`src/rtl/vnd_div.sv`:
```
// Pipelined restoring divide of mag * 2^FB by len, one quotient bit per stage.
// Only the low FB+1 quotient bits are formed since mag <= len.
module vnd_div #(
   parameter int RW   = 34,
   parameter int MAGW = 32,
   parameter int FB   = 16
) (
   input  logic            clock,
   input  logic            adv,
   input  logic [MAGW-1:0] in_mag,
   input  logic [RW-1:0]   in_len,
   output logic [FB:0]     out_q
);

   localparam int QW  = FB + 1;
   localparam int RMW = RW + 1;

   logic [RMW-1:0] rem_ff [0:QW-1];
   logic [RW-1:0]  len_ff [0:QW-1];
   logic [QW-1:0]  q_ff   [1:QW];
   logic           nb_ff;

   always_ff @(posedge clock) begin
      if (adv) begin
         rem_ff[0] <= RMW'(in_mag >> 1);
         nb_ff     <= in_mag[0];
         len_ff[0] <= in_len;
      end
   end

   for (genvar k = 0; k < QW; k++) begin : g_stg
      logic [QW-1:0]  q_prev;
      logic [RMW-1:0] shifted;
      logic           nbit;
      logic           ge;

      if (k == 0) begin : g_first
         assign q_prev = '0;
         assign nbit   = nb_ff;
      end else begin : g_next
         assign q_prev = q_ff[k];
         assign nbit   = 1'b0;
      end

      assign shifted = {rem_ff[k][RW-1:0], nbit};
      assign ge      = shifted >= {1'b0, len_ff[k]};

      always_ff @(posedge clock) begin
         if (adv) begin
            q_ff[k+1] <= {q_prev[QW-2:0], ge};
         end
      end

      if (k < QW - 1) begin : g_rem
         always_ff @(posedge clock) begin
            if (adv) begin
               rem_ff[k+1] <= ge ? (shifted - {1'b0, len_ff[k]}) : shifted;
               len_ff[k+1] <= len_ff[k];
            end
         end
      end
   end

   assign out_q = q_ff[QW];

endmodule

```
`config.mk`:
```
export PLATFORM = sky130hd
export DESIGN_NAME = vnd_div
export DESIGN_NICKNAME = d
export VERILOG_FILES = /design/src/rtl/vnd_div.sv
export SDC_FILE = /design/constraint.sdc
export NUM_CORES = 2
export LEC_CHECK = 0
export BUFFER_PORTS_ARGS = -buffer_cell sky130_fd_sc_hd__buf_2
export CAP_MARGIN = 20
export CORE_MARGIN = 5
export CORE_UTILIZATION = 45
export CTS_CLUSTER_SIZE = 10
export DETAILED_ROUTE_END_ITERATION = 10
export MAX_ROUTING_LAYER = met4
export SYNTH_ARGS = -nofsm -noshare
export SYNTH_HDL_FRONTEND = slang
export SYNTH_SLANG_ARGS = --single-unit
```
`constraint.sdc`:
```
create_clock -name clock -period 4.3 [get_ports clock]
set_clock_uncertainty 0.2 [all_clocks]
set_input_delay 1.075 -clock clock [delete_from_list [all_inputs] [get_ports clock]]
set_output_delay 1.075 -clock clock [all_outputs]
set_load 0.005 [all_outputs]
```
-- Word-level counts from Yosys, hierarchy flattened
Memory sizes are Yosys's and may differ from the RTL's.
Cells that the tools add are included.
- bits in registers: 1
- latch bits: 0
- RAM bits: 1462
- memory bits (read-only): 0
- bits of input ports: 68
- output and inout port bits: 17
- memories kept: 3
- $add $sub $neg: 16
- multiply operators: 0
- div/mod/pow operators: 0
- $lt $le $gt $ge: 17
- equal/unequal tests: 0
- shift operators: 0
- multiplexer cells: 18
- bitwise logic cells: 0
- reductions and logical operators: 0
- memory list (name ; words ; width ; read ports ; clocked after Yosys merged registers in ; write ports ; line ; source):
    rem_ff ; 17 ; 35 ; 17 ; 0 ; 17 ; 18 ; logic [RMW-1:0] rem_ff [0:QW-1];
    len_ff ; 17 ; 34 ; 17 ; 0 ; 17 ; 19 ; logic [RW-1:0] len_ff [0:QW-1];
    q_ff ; 17 ; 17 ; 17 ; 0 ; 17 ; 20 ; logic [QW-1:0] q_ff [1:QW];
- operators by type and width (operator ; count):
    >= comparator 35 x 34 -> 1 bit ; 17
    two-way mux 35 bit ; 16
    subtractor 35 x 34 -> 35 bit ; 16
    two-way mux 1 bit ; 2

-- Depth between registers and ports, before layout
An unclocked memory read counts as a cell.
- depth after elaboration: 3
- depth in mapped cells: 17

-- Worst setup path before layout
Ideal clock, no wire load.
- path type: reg2reg
- from: memory rem_ff[0][245] (netlist bit)
- to: memory rem_ff[0][306] (netlist bit), data pin
- library setup time: 260 ps
- arrival: 3179 ps
- required time: 3840 ps
- slack: 660 ps
- stages on the path, launching flop included: 13
- path buffers: 0
- period minus slack after synthesis: 3640 ps
- cell sequence: edfxtp_1 fa_1 a211oi_1 o211ai_1 a221oi_1 o21ai_0 a21oi_1 o31a_1 o21ai_0 a31oi_1 o21bai_1 xor2_1 mux2_4
- RTL lines (what ; line):
    from (decl) ; 18

==> results.py <==
metrics = {
    "synth": {
        "synth_ff_type": "edfxtp_1",
        "syn_area_um2": 75210,
        "synth_area_leaders": "edfxtp_1 (52%), ha_1 (9.6%), mux2_2 (4.1%)",
        "synth.top_cell.area_share": 0.5218,
        "syn-num-nets": 7259,
        "synth_area_per_cell_um2": 11.40,
        "synth_edf_count": 1307,
        "ys_seq_elements": 1307,
        "synthesis.instances": 6600,
        "async_reset_ff_frac": 0,
        "synth.distinct_cells": 94,
        "ys_warn_count": 0,
        "synth_top_area_cell": "edfxtp_1",
        "yosysSeqAreaShare": 0.5218,
    },
    "route": {
        "drt-pass1-iter-count": 7,
        "vias": 49590,
        "drtIter0Drc": 2578,
        "wl_per_cell_um": 17.61,
        "wl_um": 162100,
        "ant_nets": 0,
        "viasPerCell": 5.385,
        "drc_errors": 0,
    },
    "worst_setup_path": {
        "crit_arrival_ns": 4.55,
        "startpoint_type": "flip-flop",
        "critPathRequiredTime_ns": 4.61,
        "worstSetupPathType": "flip-flop to flip-flop",
        "cp-end-kind": "flip-flop",
        "worst-path-buf-inv": 0,
        "cpMostUsedCell": "o21ai_0",
        "worstPathMaxFanout": 3,
        "crit_chain": "fa_1 > a211oi_1 > o21ai_0 > a211o_1 > a311o_1 > and3_1 > a211oi_1 > o21ai_0 > a21o_1 > a21oi_1 > xor2_1 > o21ai_0",
        "cp_slowest_cell": "fa_1",
        "critPathTopFamily": "compound AO/OA/AOI/OAI gates",
        "slowest_delay_ns": 0.49,
    },
    "global_routing": {
        "grt_max_degree": 82,
        "grt_use_total": 0.1894,
        "antenna_found_initial": 0,
        "grt_overflow": 0,
        "grt_pass1_vias": 51960,
        "grt_pass1_wl_um": 258900,
    },
    "pwr": {
        "p_leak_nw": 35.16,
        "power_mw": 61.30,
        "vdd_ir_drop_max_mv": 0.4883,
        "p_per_area_nw_per_um2": 724.8,
    },
    "floorplan": {
        "std_cell_rows": 150,
        "initial_core_util": 0.4513,
        "io_pins": 85,
        "dieArea_um2": 175400,
        "die-width_um": 418.8,
        "core_area_um2": 166700,
        "die_y_um": 418.8,
    },
    "sta": {
        "hold_violations": 0,
        "worstMarginPinSlew_ns": 0.7957,
        "rsz0062_at_grt": "false",
        "report.final.slew_viol_count": 0,
        "max_freq_ghz": 0.2360,
        "relSlewSlack": 0.4639,
        "min_period_ns": 4.237,
        "finalCritPeriodShare": 0.9853,
        "setup_viol": 0,
        "setup_slack_ns": 0.06317,
    },
    "clock_network": {
        "ctsResizeCount": 5,
        "cts_sinks": 1307,
        "htree_levels": 4,
        "cts_tree": "done",
        "cts_root_buffer": "clkbuf_16",
        "clk_pin_slew_worst_paths_ns": 0.05,
        "insertion_delay_ns": 0.77,
        "numCtsBuffers": 158,
        "post_cts_buffers": 0,
        "clockBufferDepth": 3,
        "postCtsHoldBufs": 0,
    },
    "placed_design": {
        "hpwl_um": 126600,
        "gp_congestion": 0.9432,
        "portBuffers": 84,
        "dp_cells": 8974,
        "place_ws_ns": -0.2170,
    },
    "final_layout": {
        "layout-drive-gt1-share": 0.1238,
        "fin_util": 0.5075,
        "nets": 7589,
        "areaGrowthSynthToFinish_pct": 12.46,
        "fin_cells": 9209,
        "diodes": 0,
    },
    "run_status": {
        "status": "completed",
    },
    "flow_run": {
        "max_cap_violations": 0,
    },
    "worst_hold_path": {
        "hp-class": "flip-flop to flip-flop",
    },
}
==> metrics by stage <==
| stage | area [um^2] | hold slack [ns] | TNS (ns) |
|---|---|---|---|
| global route | 84580 | 0.2166 | 0 |
| CTS | 84550 | 0.2006 | 0 |
| finish | 84580 | 0.2137 | 0 |
| floorplan | 75210 | 0.2003 | 0 |
| global placement | 80000 | 0.2004 | -6.404 |
| detailed placement | 80000 | 0.2045 | -8.738 |
==> final timing paths <==
kind                  start        endpoint  slack, ns  depth (start not counted)
max          rem_ff[0][280]  rem_ff[0][341]       0.06                         12
min            q_ff[0][278]    q_ff[0][296]       0.21                          0
max reg2reg  rem_ff[0][280]  rem_ff[0][341]       0.06                         12
min reg2reg    q_ff[0][278]    q_ff[0][296]       0.21                          0
==> cells in the mapped netlist, types with 95 or more instances <==
| cell type | instances |
|---|---|
| a21o_1 | 301 |
| a21oi_1 | 562 |
| clkbuf_1 | 95 |
| edfxtp_1 | 1307 |
| ha_1 | 575 |
| inv_1 | 715 |
| mux2_2 | 275 |
| nand2_1 | 398 |
| nand3_1 | 108 |
| nor2_1 | 314 |
| o21ai_0 | 362 |
| xnor2_1 | 300 |
| xor2_1 | 168 |
==> area by class of cell <==
class | instances | area [um^2]
fillers | 14540 | 82080
clock inverters | 30 | 217.7
clock buffers | 205 | 4300
inverters | 717 | 2691
flip-flops and latches | 1307 | 39250
well taps | 2204 | 2758
repair buffers | 319 | 2638
multi-input cells | 4427 | 32730
==> registers in the layout, indices dropped and copies added (netlist names) <==
name        cells
len_ff        578
g_stg.nbit      1
q_ff          153
rem_ff        575
==> cells by family after synthesis <==
logic type / Yosys count / synth area share
buf+inv: 866 / 0.04483
compound gates: 1736 / 0.1465
xor+xnor: 468 / 0.05450
mux: 319 / 0.04892
simple gates: 1313 / 0.08354
fa+ha+maj: 591 / 0.09991
flops: 1307 / 0.5218
==> routing by layer <==
metal / track usage / wire (um)
met1: 0.1680 / 55920
met2: 0.3697 / 89610
met3: 0.02523 / 4403
met4: 0.1255 / 12200
met5: - / 0
==> power breakdown <==
part	leakage [nW]	switching, mW	internal [mW]	total [mW]
Combinational	20.2	15.5	13.5	29.0
Clock	2.19	4.83	7.03	11.9
Sequential	12.8	1.65	18.8	20.4
Total	35.2	22.0	39.3	61.3
==> cells in the final DEF (no fill, tap or decap), types with 33 or more instances in the layout <==
master / n
a211oi_1: 46
a21o_1: 301
a21oi_1: 559
a31oi_1: 47
and2_1: 33
and3_1: 49
buf_12: 36
buf_2: 83
buf_4: 200
clkbuf_1: 39
clkbuf_16: 166
edfxtp_1: 1307
ha_1: 575
inv_1: 715
mux2_2: 275
nand2_1: 398
nand2b_1: 75
nand3_1: 108
nand4_1: 89
nor2_1: 313
nor2b_1: 68
nor3_1: 78
o21a_1: 61
o21ai_0: 362
o21bai_1: 81
xnor2_1: 300
xor2_1: 168
Power figures use the tool's default switching activity.
